**src/hw/rtl/itu_pkg.sv**
```systemverilog
// Shared types, constants and calendar helpers for the IRIG-B time to UTC converter.
// Used by itu_front, itu_queue, itu_back and irig_b_time_to_utc; depends on nothing.
package itu_pkg;

  // Default depth of the queue between front and back
  localparam int QUEUE_DEPTH = 4;

  // Calendar and time constants
  localparam int YEAR_BASE      = 2000;
  localparam int YEAR_NO_LEAP   = 2100;
  localparam int YEAR_FIRST     = 1999;
  localparam int DAYS_TO_FIRST  = 10592;  // days from 1970-01-01 to 1999-01-01
  localparam int CENTURY_OFFSET = 101;    // year offset from 1999 of the last year before 2101
  localparam int DAYS_PER_YEAR  = 365;
  localparam int SECS_PER_DAY   = 86400;
  localparam int SECS_PER_HOUR  = 3600;
  localparam int SECS_PER_MIN   = 60;
  localparam int MINS_PER_HOUR  = 60;

  // Result status codes, checked in this order
  typedef enum logic [2:0] {
    ST_OK       = 3'd0,
    ST_TIME_BAD = 3'd1,
    ST_DATE_BAD = 3'd2,
    ST_SBS_BAD  = 3'd3,
    ST_MISMATCH = 3'd4
  } status_t;

  // Decoded snapshot passed from front to back
  typedef struct packed {
    logic [6:0]  sec;
    logic [6:0]  min;
    logic [5:0]  hour;
    logic [8:0]  doy;
    logic [7:0]  year_off;   // years since 2000
    logic        tod_ok;
    logic        date_ok;
    logic        sbs_ok;
    logic [16:0] sbs;
  } dec_t;

  // Gregorian leap year, valid for the years this block can see (1999 to 2166)
  function automatic logic is_leap(input logic [11:0] year);
    is_leap = (year[1:0] == 2'b00) && (year != 12'(YEAR_NO_LEAP));
  endfunction

  // Day of year at the end of the month before month index idx
  function automatic logic [8:0] month_start(input logic lp, input logic [3:0] idx);
    logic [8:0] base;
    base = 9'd0;
    case (idx)
      4'd0:    base = 9'd0;
      4'd1:    base = 9'd31;
      4'd2:    base = 9'd59;
      4'd3:    base = 9'd90;
      4'd4:    base = 9'd120;
      4'd5:    base = 9'd151;
      4'd6:    base = 9'd181;
      4'd7:    base = 9'd212;
      4'd8:    base = 9'd243;
      4'd9:    base = 9'd273;
      4'd10:   base = 9'd304;
      4'd11:   base = 9'd334;
      default: base = 9'd365;
    endcase
    if (lp && (idx >= 4'd2)) begin
      base = base + 9'd1;
    end
    month_start = base;
  endfunction

endpackage

```
**src/hw/rtl/itu_front.sv**
```systemverilog
// Front end: accepts input beats, decodes the BCD fields and holds them in a register.
// Depends on itu_pkg for the decoded snapshot type.
module itu_front (
  input  logic           clk,
  input  logic           rst_n,
  input  logic           in_valid,
  output logic           in_ready,
  input  logic [7:0]     in_sec_raw,
  input  logic [7:0]     in_min_raw,
  input  logic [6:0]     in_hour_raw,
  input  logic           in_tod_valid,
  input  logic [10:0]    in_day_raw,
  input  logic [8:0]     in_year_raw,
  input  logic           in_date_valid,
  input  logic [16:0]    in_sbs_count,
  input  logic           in_sbs_valid,
  output logic           dec_valid,
  input  logic           dec_ready,
  output itu_pkg::dec_t  dec_data
);

  logic          valid_r;
  itu_pkg::dec_t data_r;
  itu_pkg::dec_t data_nxt;

  // Take a new beat whenever the held one is empty or moving on
  assign in_ready = !valid_r || dec_ready;

  // Decode BCD digits; bit 4 of each field carries no weight
  always_comb begin
    data_nxt.sec      = 7'(in_sec_raw[3:0]) + 7'(in_sec_raw[7:5]) * 7'd10;
    data_nxt.min      = 7'(in_min_raw[3:0]) + 7'(in_min_raw[7:5]) * 7'd10;
    data_nxt.hour     = 6'(in_hour_raw[3:0]) + 6'(in_hour_raw[6:5]) * 6'd10;
    data_nxt.doy      = 9'(in_day_raw[3:0]) + 9'(in_day_raw[8:5]) * 9'd10
                      + 9'(in_day_raw[10:9]) * 9'd100;
    data_nxt.year_off = 8'(in_year_raw[3:0]) + 8'(in_year_raw[8:5]) * 8'd10;
    data_nxt.tod_ok   = in_tod_valid;
    data_nxt.date_ok  = in_date_valid;
    data_nxt.sbs_ok   = in_sbs_valid;
    data_nxt.sbs      = in_sbs_count;
  end

  // Hold the decoded beat until the queue takes it
  always_ff @(posedge clk) begin
    if (!rst_n) begin
      valid_r <= 1'b0;
    end else if (in_ready) begin
      valid_r <= in_valid;
    end
  end

  always_ff @(posedge clk) begin
    if (in_ready && in_valid) begin
      data_r <= data_nxt;
    end
  end

  assign dec_valid = valid_r;
  assign dec_data  = data_r;

endmodule

```
**src/hw/rtl/itu_queue.sv**
```systemverilog
// Short queue of decoded snapshots between front and back end.
// Depends on itu_pkg for the decoded snapshot type.
module itu_queue #(
  parameter int DEPTH = itu_pkg::QUEUE_DEPTH
) (
  input  logic           clk,
  input  logic           rst_n,
  input  logic           push_valid,
  output logic           push_ready,
  input  itu_pkg::dec_t  push_data,
  output logic           pop_valid,
  input  logic           pop_ready,
  output itu_pkg::dec_t  pop_data
);

  localparam int PW = (DEPTH > 1) ? $clog2(DEPTH) : 1;
  localparam int CW = $clog2(DEPTH + 1);

  itu_pkg::dec_t mem [DEPTH];
  logic [PW-1:0] wr_ptr_r;
  logic [PW-1:0] rd_ptr_r;
  logic [CW-1:0] count_r;
  logic [PW-1:0] wr_ptr_nxt;
  logic [PW-1:0] rd_ptr_nxt;
  logic [CW-1:0] count_nxt;
  logic          push;
  logic          pop;

  assign push_ready = (count_r != CW'(DEPTH));
  assign pop_valid  = (count_r != '0);
  assign push       = push_valid && push_ready;
  assign pop        = pop_valid && pop_ready;
  assign pop_data   = mem[rd_ptr_r];

  // Advance pointers with wrap at the depth
  always_comb begin
    wr_ptr_nxt = wr_ptr_r;
    rd_ptr_nxt = rd_ptr_r;
    count_nxt  = count_r;
    if (push) begin
      wr_ptr_nxt = (wr_ptr_r == PW'(DEPTH - 1)) ? '0 : wr_ptr_r + PW'(1);
    end
    if (pop) begin
      rd_ptr_nxt = (rd_ptr_r == PW'(DEPTH - 1)) ? '0 : rd_ptr_r + PW'(1);
    end
    if (push && !pop) begin
      count_nxt = count_r + CW'(1);
    end else if (pop && !push) begin
      count_nxt = count_r - CW'(1);
    end
  end

  always_ff @(posedge clk) begin
    if (!rst_n) begin
      wr_ptr_r <= '0;
      rd_ptr_r <= '0;
      count_r  <= '0;
    end else begin
      wr_ptr_r <= wr_ptr_nxt;
      rd_ptr_r <= rd_ptr_nxt;
      count_r  <= count_nxt;
    end
  end

  // Store the incoming beat
  always_ff @(posedge clk) begin
    if (push) begin
      mem[wr_ptr_r] <= push_data;
    end
  end

endmodule

```
**src/hw/rtl/itu_back.sv**
```systemverilog
// Back end: four-stage pipeline that normalises the date, checks SBS against the
// BCD time and forms the UTC seconds; the last stage is the output register. Uses itu_pkg.
module itu_back (
  input  logic                clk,
  input  logic                rst_n,
  input  logic                dec_valid,
  output logic                dec_ready,
  input  itu_pkg::dec_t       dec_data,
  output logic                out_valid,
  input  logic                out_ready,
  output itu_pkg::status_t    res_status,
  output logic [32:0]         res_utc,
  output logic [11:0]         res_year,
  output logic [3:0]          res_month,
  output logic [4:0]          res_day,
  output logic [5:0]          res_hour,
  output logic [6:0]          res_minute,
  output logic [6:0]          res_second
);

  typedef struct packed {
    itu_pkg::status_t status;
    logic [11:0]      year;
    logic [8:0]       doy;
    logic [5:0]       hour;
    logic [6:0]       min;
    logic [6:0]       sec;
    logic [17:0]      tod_secs;
  } s1_t;

  typedef struct packed {
    itu_pkg::status_t status;
    logic [11:0]      year;
    logic [3:0]       month;
    logic [4:0]       mday;
    logic [5:0]       hour;
    logic [6:0]       min;
    logic [6:0]       sec;
    logic [17:0]      tod_secs;
    logic [16:0]      days;
  } s2_t;

  typedef struct packed {
    itu_pkg::status_t status;
    logic [11:0]      year;
    logic [3:0]       month;
    logic [4:0]       mday;
    logic [5:0]       hour;
    logic [6:0]       min;
    logic [6:0]       sec;
    logic [17:0]      tod_secs;
    logic [32:0]      day_secs;
  } s3_t;

  typedef struct packed {
    itu_pkg::status_t status;
    logic [32:0]      utc;
    logic [11:0]      year;
    logic [3:0]       month;
    logic [4:0]       mday;
    logic [5:0]       hour;
    logic [6:0]       min;
    logic [6:0]       sec;
  } s4_t;

  logic v1_r, v2_r, v3_r, v4_r;
  logic en1, en2, en3, en4;
  s1_t  s1_r, s1_nxt;
  s2_t  s2_r, s2_nxt;
  s3_t  s3_r, s3_nxt;
  s4_t  s4_r, s4_nxt;

  // Each stage moves when the one after it is empty or moving
  assign en4       = !v4_r || out_ready;
  assign en3       = !v3_r || en4;
  assign en2       = !v2_r || en3;
  assign en1       = !v1_r || en2;
  assign dec_ready = en1;

  always_ff @(posedge clk) begin
    if (!rst_n) begin
      v1_r <= 1'b0;
      v2_r <= 1'b0;
      v3_r <= 1'b0;
      v4_r <= 1'b0;
    end else begin
      if (en1) v1_r <= dec_valid;
      if (en2) v2_r <= v1_r;
      if (en3) v3_r <= v2_r;
      if (en4) v4_r <= v3_r;
    end
  end

  // Stage 1: normalise day of year, form seconds of day, set status
  always_comb begin
    logic [11:0] year;
    logic        leap_cur;
    logic        leap_prev;
    logic [8:0]  year_len;
    logic        match;
    year      = 12'(itu_pkg::YEAR_BASE) + 12'(dec_data.year_off);
    leap_cur  = itu_pkg::is_leap(year);
    leap_prev = itu_pkg::is_leap(year - 12'd1);
    year_len  = 9'(itu_pkg::DAYS_PER_YEAR) + 9'(leap_cur);

    s1_nxt.year = year;
    s1_nxt.doy  = dec_data.doy;
    if (dec_data.doy == 9'd0) begin
      s1_nxt.year = year - 12'd1;
      s1_nxt.doy  = 9'(itu_pkg::DAYS_PER_YEAR) + 9'(leap_prev);
    end else if (dec_data.doy > year_len) begin
      s1_nxt.year = year + 12'd1;
      s1_nxt.doy  = dec_data.doy - year_len;
    end

    s1_nxt.hour     = dec_data.hour;
    s1_nxt.min      = dec_data.min;
    s1_nxt.sec      = dec_data.sec;
    s1_nxt.tod_secs = 18'(dec_data.hour) * 18'(itu_pkg::SECS_PER_HOUR)
                    + 18'(dec_data.min) * 18'(itu_pkg::SECS_PER_MIN)
                    + 18'(dec_data.sec);

    // SBS splits to the BCD time only if both fields are in range and totals agree
    match = (dec_data.sec < 7'(itu_pkg::SECS_PER_MIN))
         && (dec_data.min < 7'(itu_pkg::MINS_PER_HOUR))
         && (18'(dec_data.sbs) == s1_nxt.tod_secs);

    if (!dec_data.tod_ok) begin
      s1_nxt.status = itu_pkg::ST_TIME_BAD;
    end else if (!dec_data.date_ok) begin
      s1_nxt.status = itu_pkg::ST_DATE_BAD;
    end else if (!dec_data.sbs_ok) begin
      s1_nxt.status = itu_pkg::ST_SBS_BAD;
    end else if (!match) begin
      s1_nxt.status = itu_pkg::ST_MISMATCH;
    end else begin
      s1_nxt.status = itu_pkg::ST_OK;
    end
  end

  always_ff @(posedge clk) begin
    if (en1 && dec_valid) begin
      s1_r <= s1_nxt;
    end
  end

  // Stage 2: month search, day of month, days since the epoch
  always_comb begin
    logic       lp;
    logic [3:0] month;
    logic [8:0] mbase;
    logic [7:0] n;
    lp    = itu_pkg::is_leap(s1_r.year);
    month = 4'd1;
    for (int m = 1; m < 12; m++) begin
      if (s1_r.doy > itu_pkg::month_start(lp, 4'(m))) begin
        month = month + 4'd1;
      end
    end
    mbase = itu_pkg::month_start(lp, month - 4'd1);
    n     = 8'(s1_r.year - 12'(itu_pkg::YEAR_FIRST));

    s2_nxt.status   = s1_r.status;
    s2_nxt.year     = s1_r.year;
    s2_nxt.month    = month;
    s2_nxt.mday     = 5'(s1_r.doy - mbase);
    s2_nxt.hour     = s1_r.hour;
    s2_nxt.min      = s1_r.min;
    s2_nxt.sec      = s1_r.sec;
    s2_nxt.tod_secs = s1_r.tod_secs;
    s2_nxt.days     = 17'(itu_pkg::DAYS_TO_FIRST)
                    + 17'(n) * 17'(itu_pkg::DAYS_PER_YEAR)
                    + 17'((n + 8'd2) >> 2)
                    - 17'(n > 8'(itu_pkg::CENTURY_OFFSET))
                    + 17'(s1_r.doy) - 17'd1;
  end

  always_ff @(posedge clk) begin
    if (en2 && v1_r) begin
      s2_r <= s2_nxt;
    end
  end

  // Stage 3: scale days to seconds
  always_comb begin
    logic [33:0] prod;
    prod            = 34'(s2_r.days) * 34'(itu_pkg::SECS_PER_DAY);
    s3_nxt.status   = s2_r.status;
    s3_nxt.year     = s2_r.year;
    s3_nxt.month    = s2_r.month;
    s3_nxt.mday     = s2_r.mday;
    s3_nxt.hour     = s2_r.hour;
    s3_nxt.min      = s2_r.min;
    s3_nxt.sec      = s2_r.sec;
    s3_nxt.tod_secs = s2_r.tod_secs;
    s3_nxt.day_secs = prod[32:0];
  end

  always_ff @(posedge clk) begin
    if (en3 && v2_r) begin
      s3_r <= s3_nxt;
    end
  end

  // Stage 4: add seconds of day; drop the count on any error
  always_comb begin
    s4_nxt.status = s3_r.status;
    s4_nxt.utc    = (s3_r.status == itu_pkg::ST_OK)
                  ? s3_r.day_secs + 33'(s3_r.tod_secs) : 33'd0;
    s4_nxt.year   = s3_r.year;
    s4_nxt.month  = s3_r.month;
    s4_nxt.mday   = s3_r.mday;
    s4_nxt.hour   = s3_r.hour;
    s4_nxt.min    = s3_r.min;
    s4_nxt.sec    = s3_r.sec;
  end

  always_ff @(posedge clk) begin
    if (en4 && v3_r) begin
      s4_r <= s4_nxt;
    end
  end

  assign out_valid  = v4_r;
  assign res_status = s4_r.status;
  assign res_utc    = s4_r.utc;
  assign res_year   = s4_r.year;
  assign res_month  = s4_r.month;
  assign res_day    = s4_r.mday;
  assign res_hour   = s4_r.hour;
  assign res_minute = s4_r.min;
  assign res_second = s4_r.sec;

endmodule

```
**src/hw/rtl/irig_b_time_to_utc.sv**
```systemverilog
// IRIG-B time snapshot to UTC converter, top level.
// Instantiates itu_front, itu_queue and itu_back; uses itu_pkg.
//
// Usage:
//   The in_ channel takes one IRIG-B snapshot per beat: BCD time of day, BCD day
//   of year and year, straight binary seconds, and a valid flag for each field.
//   The out_ channel returns one result per snapshot, in order: a status code,
//   the UTC seconds since 1970 (zero unless status is ok) and the decoded
//   calendar date and time.
//   Throughput is one snapshot per clock cycle while out_ready stays high. An
//   accepted beat passes through the front decode register, the queue, and
//   three pipeline stages plus the output register in the back end, where the
//   days-to-seconds multiply and the calendar search each take a stage of
//   their own.
//   When out_ready is low the back end fills its empty stages, then the queue
//   of QUEUE_DEPTH snapshots absorbs further beats before in_ready drops.
//   Synchronous reset empties the front register, queue and pipeline; no
//   result is pending after reset.
module irig_b_time_to_utc #(
  parameter int QUEUE_DEPTH = itu_pkg::QUEUE_DEPTH
) (
  input  logic        clk,
  input  logic        rst_n,
  input  logic        in_valid,
  output logic        in_ready,
  input  logic [7:0]  in_sec_raw,
  input  logic [7:0]  in_min_raw,
  input  logic [6:0]  in_hour_raw,
  input  logic        in_tod_valid,
  input  logic [10:0] in_day_raw,
  input  logic [8:0]  in_year_raw,
  input  logic        in_date_valid,
  input  logic [16:0] in_sbs_count,
  input  logic        in_sbs_valid,
  output logic        out_valid,
  input  logic        out_ready,
  output logic [2:0]  out_status,
  output logic [32:0] out_utc_seconds,
  output logic [11:0] out_year_out,
  output logic [3:0]  out_month_out,
  output logic [4:0]  out_day_out,
  output logic [5:0]  out_hour_out,
  output logic [6:0]  out_minute_out,
  output logic [6:0]  out_second_out
);

  logic             fr_valid;
  logic             fr_ready;
  itu_pkg::dec_t    fr_data;
  logic             q_valid;
  logic             q_ready;
  itu_pkg::dec_t    q_data;
  itu_pkg::status_t res_status;

  // Accept and decode
  itu_front u_front (
    .clk           (clk),
    .rst_n         (rst_n),
    .in_valid      (in_valid),
    .in_ready      (in_ready),
    .in_sec_raw    (in_sec_raw),
    .in_min_raw    (in_min_raw),
    .in_hour_raw   (in_hour_raw),
    .in_tod_valid  (in_tod_valid),
    .in_day_raw    (in_day_raw),
    .in_year_raw   (in_year_raw),
    .in_date_valid (in_date_valid),
    .in_sbs_count  (in_sbs_count),
    .in_sbs_valid  (in_sbs_valid),
    .dec_valid     (fr_valid),
    .dec_ready     (fr_ready),
    .dec_data      (fr_data)
  );

  // Buffer decoded beats
  itu_queue #(
    .DEPTH (QUEUE_DEPTH)
  ) u_queue (
    .clk        (clk),
    .rst_n      (rst_n),
    .push_valid (fr_valid),
    .push_ready (fr_ready),
    .push_data  (fr_data),
    .pop_valid  (q_valid),
    .pop_ready  (q_ready),
    .pop_data   (q_data)
  );

  // Convert and deliver
  itu_back u_back (
    .clk        (clk),
    .rst_n      (rst_n),
    .dec_valid  (q_valid),
    .dec_ready  (q_ready),
    .dec_data   (q_data),
    .out_valid  (out_valid),
    .out_ready  (out_ready),
    .res_status (res_status),
    .res_utc    (out_utc_seconds),
    .res_year   (out_year_out),
    .res_month  (out_month_out),
    .res_day    (out_day_out),
    .res_hour   (out_hour_out),
    .res_minute (out_minute_out),
    .res_second (out_second_out)
  );

  assign out_status = res_status;

endmodule
```
**config.mk**
```make
export PLATFORM = sky130hd
export DESIGN_NAME = irig_b_time_to_utc
export DESIGN_NICKNAME = d
export VERILOG_FILES = /design/src/hw/rtl/itu_pkg.sv /design/src/hw/rtl/itu_front.sv /design/src/hw/rtl/itu_queue.sv /design/src/hw/rtl/itu_back.sv /design/src/hw/rtl/irig_b_time_to_utc.sv
export SDC_FILE = /design/constraint.sdc
export NUM_CORES = 1
export LEC_CHECK = 0
export BUFFER_PORTS_ARGS = -buffer_cell sky130_fd_sc_hd__buf_2
export CAP_MARGIN = 20
export CELL_PAD_IN_SITES_DETAIL_PLACEMENT = 0
export CELL_PAD_IN_SITES_GLOBAL_PLACEMENT = 1
export CORE_MARGIN = 2
export CORE_UTILIZATION = 53
export DETAILED_ROUTE_END_ITERATION = 8
export PLACE_DENSITY_LB_ADDON = 0.1
export SETUP_SLACK_MARGIN = 0.1
export SYNTH_ARGS = -nofsm -noshare
export SYNTH_HDL_FRONTEND = slang
export SYNTH_SLANG_ARGS = --single-unit
```
**constraint.sdc**
```tcl
create_clock -name clk -period 12.7 [get_ports clk]
set_clock_uncertainty 0.15 [all_clocks]
set_input_delay 1.905 -clock clk [delete_from_list [all_inputs] [get_ports clk]]
set_output_delay 1.905 -clock clk [all_outputs]
set_load 0.02 [all_outputs]
```
==> out/metrics.cfg, run 1 <==
[die]
die_w_um=248
coreArea_mm2=0.0590
rows=89
pin_count=146
start_util=0.535
die_y_um=248
die_area_mm2=0.0616

[worst_setup_path]
critPathCaptureType=register
slowest_delay_ps=820
critical_path_arrival_ps=10700
criticalPathCategory=reg2reg
slowest_stage=fa_1
critPathMostFrequentCell=ha_1
cp-start-kind=register
cp.required_ps=12910
path_max_fanout=11

[yosys]
synth_fa_ha_area_frac=0.186
synth-edff-count=585
synth_top_family_by_area=adder cells
syn_avg_cell_area_um2=14.5
syn_area_mm2=0.0316
seq_area_frac_synth=0.565
synthSimpleGateAreaFrac=0.0553
yosys_register_bits=599
synth-main-ff-cell=edfxtp_1
synth_cells=2185
synthMuxAreaShare=0.0453
synth_warnings=0
synth_cell_types=89
synthesis.nets=2659
synthArstFlopShare=0
synth_compound_area_frac=0.0554
synth_xor_area_frac=0.0517

[layout]
mostFrequentLayoutCells=585 x edfxtp_1, 301 x ha_1, 298 x inv_1, 140 x buf_2, 108 x xnor2_1
area_growth_pct=11.6
fin_nets=2843
drive_above_1_share=0.148
layout.cells.most_common=edfxtp_1
fillers=4645
diodes=0

[clock_tree]
clk_latency_ps=640
htreeDepth=2
cts_root_buf=clkbuf_16
post_cts_buffers=0
cts_buffers=61
ctsHoldBuffers=0
cts_buffer_depth=3
cts_resized=0
cts_tree=built
clkTransAtPathRegs_ps=60
cts_num_sinks=599

[global_routing]
grt_antenna_before_repair=5
grt_max_degree=63
grt_pass1_wl_mm=89.6
overflow=0
grt_pass1_vias=17200
grt_use_total=0.185

[job]
maxCapViolations=0

[routing]
drtIter0Drc=941
viasPerCell=5.26
wire_per_inst_um=17.3
first_pass_iters=5
drc=0
vias=16800
wl_mm=55.3
ant_nets=0

[timing]
tightestPinTransition_ps=1000
relSlewSlack=0.331
fin_setup_tns_ps=0
period_needed_ps=10500
max_freq_mhz=95.2
finalMaxSlewViolations=0
finalSetupViolations=0
period_share=0.827
hold_viol_final=0
rsz0062_at_grt=false

[placement]
routabilityCongestion=0.827
hpwl_mm=39.6
io_buffers=140

[hold_path]
min_path_type=reg2reg

[run_status]
status=completed

through the flow:
step                setup WS [ps]   util  hold slack (ps)  cells  area [µm²]
floorplan                    3450      -              250   2185       31600
global route                 1430  0.597              265   3192       35300
global placement             2540  0.563              250   3079       33200
finish                       2200  0.597              258   3192       35300
CTS                          2200  0.597              264   3192       35300
detailed placement           2250  0.563              255   3079       33200
layout make-up:
cell class | count | area [µm²] | share of cell area
flip-flops and latches | 599 | 17900 | 0.506
multi-input cells | 1256 | 12500 | 0.355
clock buffers | 79 | 1670 | 0.0472
inverters | 299 | 1120 | 0.0318
well taps | 773 | 967 | 0.0274
repair buffers | 152 | 791 | 0.0224
clock inverters | 34 | 354 | 0.0100
flip-flops by register name, indices dropped and copies added, names as in the netlist, 2 cells and up, named ones only:
name	flops
u_back.res_month	4
u_back.res_utc	33
u_back.res_day	5
u_queue.wr_ptr_r	2
u_back.res_year	12
u_back.res_status	3
u_queue.rd_ptr_r	2
u_back.s1_r	60
u_back.s2_r	77
u_back.s3_r	86
u_back.res_minute	7
u_back.res_second	7
u_front.dec_data	57
u_queue.count_r	3
u_queue.mem	228
u_back.res_hour	6
kinds of logic after synthesis:
| family | Yosys count |
|---|---|
| compound gates | 261 |
| fa+ha+maj | 407 |
| mux | 70 |
| buf+inv | 330 |
| simple gates | 340 |
| xor+xnor | 178 |
| flops | 599 |
critical path: cells and delay by family (launching register included):
family / cells / cell delay [ps]
compound gates: 11 / 2600
xor+xnor: 8 / 1150
fa+ha+maj: 9 / 3230
buf+inv: 3 / 240
flops: 1 / 380
mux: 2 / 770
simple gates: 10 / 1710
cells in the mapped netlist (7+ instances only):
library cell  instances  area (µm²)
a21boi_0             15         113
clkbuf_1             14        52.6
nor4_1                8        50.1
a21o_1               30         225
and2_1               16         100
nand2_1              66         248
nand4_1               9        56.3
xnor2_1             108         946
nor2_1               93         349
nand3_1              29         145
xor2_1               64         561
dfxtp_1              14         280
ha_1                301        3770
nor3_1               30         150
and3_1                7        43.8
mux2i_1               9        90.1
mux4_2               57        1280
or3_1                 9        56.3
fa_1                106        2120
nand2b_1             12        75.1
nor2b_1              29         181
o21a_1               11        82.6
a21oi_1              79         395
edfxtp_1            585       17600
o21bai_1             14         105
o21ai_0              55         275
inv_1               298        1120
layer usage:
metal,routed length (µm),part of all wire,vias up,GRT usage
li1,-,-,8219,-
met1,24900,0.45,8234,0.254
met2,27400,0.50,275,0.318
met3,2130,0.039,67,0.0264
met4,849,0.015,0,0.0385
met5,0,0,-,0
final timing paths:
kind	to	depth (start not counted)	start	slack (ps)
worst max-delay path	u_back.s2_r[59]	43	u_back.s1_r[56]	2200
worst max register to register	u_back.s2_r[59]	43	u_back.s1_r[56]	2200
worst min-delay path	u_back.s2_r[26]	0	u_back.s1_r[9]	260
worst min register to register	u_back.s2_r[26]	0	u_back.s1_r[9]	260
Power of run 1 is not shown: default switching activity piles up to over one toggle a cycle in this logic, so the estimate is an artifact.
==> inputs of run 2 (changes only) <==
Clock period 12.7 ns to 10.87 ns, I/O delays scaled along.
==> out/metrics.cfg, run 2 (synthesis results as in run 1) <==
[layout]
layout.cells.most_common=edfxtp_1
area_growth_pct=11.1
seq_area_mm2=0.0179  ; unchanged
fin_nets=2845  ; +0.070%
largest_register_ffs=228  ; unchanged
multiInputGateArea_mm2=0.0125  ; +0.11%
mostFrequentLayoutCells=585 x edfxtp_1, 301 x ha_1, 298 x inv_1, 140 x buf_2, 108 x xnor2_1
drive_above_1_share=0.143  ; -0.00561
diodes=0  ; unchanged
reg_top3=u_queue.mem x228, u_back.s3_r x86, u_back.s2_r x77
fillers=4665  ; +0.43%
top_register=u_queue.mem

[global_routing]
grt_use_total=0.184  ; -0.00104
grt_pass1_wl_mm=89.1  ; -0.48%
grt_antenna_before_repair=2  ; -3
grt_pass1_vias=17200  ; -0.24%
overflow=0  ; unchanged
grt_max_degree=65  ; +3.2%

[worst_setup_path]
r2r_cells=47  ; +9.3%
cp-start-kind=register
criticalPathCategory=reg2reg
path_max_fanout=10  ; -1
critical_path_arrival_ps=10260  ; -440 ps
slowest_stage=or4b_2
slowest_delay_ps=690  ; -130 ps
cp.required_ps=11090  ; -1820 ps
critPathMostFrequentCell=ha_1
critPathCaptureType=register

[die]
rows=89  ; unchanged
coreArea_mm2=0.0590  ; unchanged
pin_count=146  ; unchanged
die_w_um=248  ; unchanged
die_y_um=248  ; unchanged
start_util=0.535  ; unchanged
die_area_mm2=0.0616  ; unchanged

[timing]
finalMaxSlewViolations=0  ; unchanged
tightestPinTransition_ps=984  ; -20.4 ps
finalSetupViolations=0  ; unchanged
period_share=0.924  ; +0.0971
hold_viol_final=0  ; unchanged
relSlewSlack=0.344  ; +0.0136
rsz0062_at_grt=false
period_needed_ps=10040  ; -458 ps
fin_setup_tns_ps=0  ; unchanged
max_freq_mhz=99.6  ; +4.6%

[routing]
ant_nets=0  ; unchanged
vias=16800  ; +0.17%
first_pass_iters=5  ; unchanged
viasPerCell=5.28  ; +0.27%
wire_per_inst_um=17.3  ; +0.11%
drc=0  ; unchanged
drtIter0Drc=791  ; -16%
wl_mm=55.3  ; about the same

[run_status]
status=completed

[hold_path]
min_path_type=reg2reg
min_path_cells=0  ; unchanged

[clock_tree]
clk_latency_ps=630  ; about the same
cts_buffer_depth=3  ; unchanged
cts_tree=built
cts_num_sinks=599  ; unchanged
cts_root_buf=clkbuf_16
htreeDepth=2  ; unchanged
cts_buffers=60  ; -1.6%
clkTransAtPathRegs_ps=60  ; about the same

[job]
maxCapViolations=0  ; unchanged

[placement]
io_buffers=140  ; unchanged
hpwl_mm=39.6  ; about the same
routabilityCongestion=0.855  ; +3.3%

## run 2: changes by cell type in the layout (fill, tap and decap cells not counted), moves of 3 or more
cell	change
clkinv_1	+8
clkbuf_8	-5
buf_4	+3
clkinv_2	-8
clkbuf_1	+6
clkinvlp_4	-3
## run 2: metal layers
metal / vias to the layer above / global-route usage / share of wire
met5: - / 0 / 0
met4: 0 / 0.0436 / 0.018
met3: 71 / 0.0256 / 0.031
met2: 215 / 0.316 / 0.50
met1: 8318 / 0.251 / 0.46
li1: 8220 / - / -
## run 2: worst max-delay path, delay by kind of cell, from the launching register on
kind                     cells  cell delay [ps]
buffers and inverters        2              200
AND/OR/NAND/NOR             13             1880
flip-flops                   1              380
XOR/XNOR                     9             1610
multiplexers                 1              360
AO/OA/AOI/OAI               14             2790
adder cells (fa/ha/maj)      8             2390
## run 2: final cells by class
class,count,share of cell area
flip-flops and latches,599,0.509
multi-input cells,1256,0.357
clock buffers,78,0.0447
inverters,299,0.0320
well taps,773,0.0276
repair buffers,155,0.0232
clock inverters,29,0.00717
## run 2: final timing paths
path | start | to | slack [ps]
setup / recovery | u_back.s1_r[56] | u_back.s2_r[59] | 830
hold reg to reg | u_back.s3_r[70] | u_back.res_hour[5] | 270
hold / removal | u_back.s3_r[70] | u_back.res_hour[5] | 270
setup reg to reg | u_back.s1_r[56] | u_back.s2_r[59] | 830
## run 2: metrics by stage
stage | area, µm² | setup WS (ps) | instances | utilization | hold WS, ps
finish | 35100 | 828 | 3189 | 0.595 | 266
global route | 35100 | 68.8 | 3189 | 0.595 | 273
CTS | 35100 | 498 | 3187 | 0.594 | 264
detailed placement | 33200 | 559 | 3080 | 0.563 | 255
global placement | 33200 | 713 | 3080 | 0.563 | 250
floorplan | 31600 | 1620 | 2185 | - | 250
## run 2: what timing repair did
action,in CTS,in global routing
hold buffers,0,0
endpoints found under the setup margin,0,1
setup buffers,0,2
resized for setup,0,3
Power of run 2 is left out for the same reason.
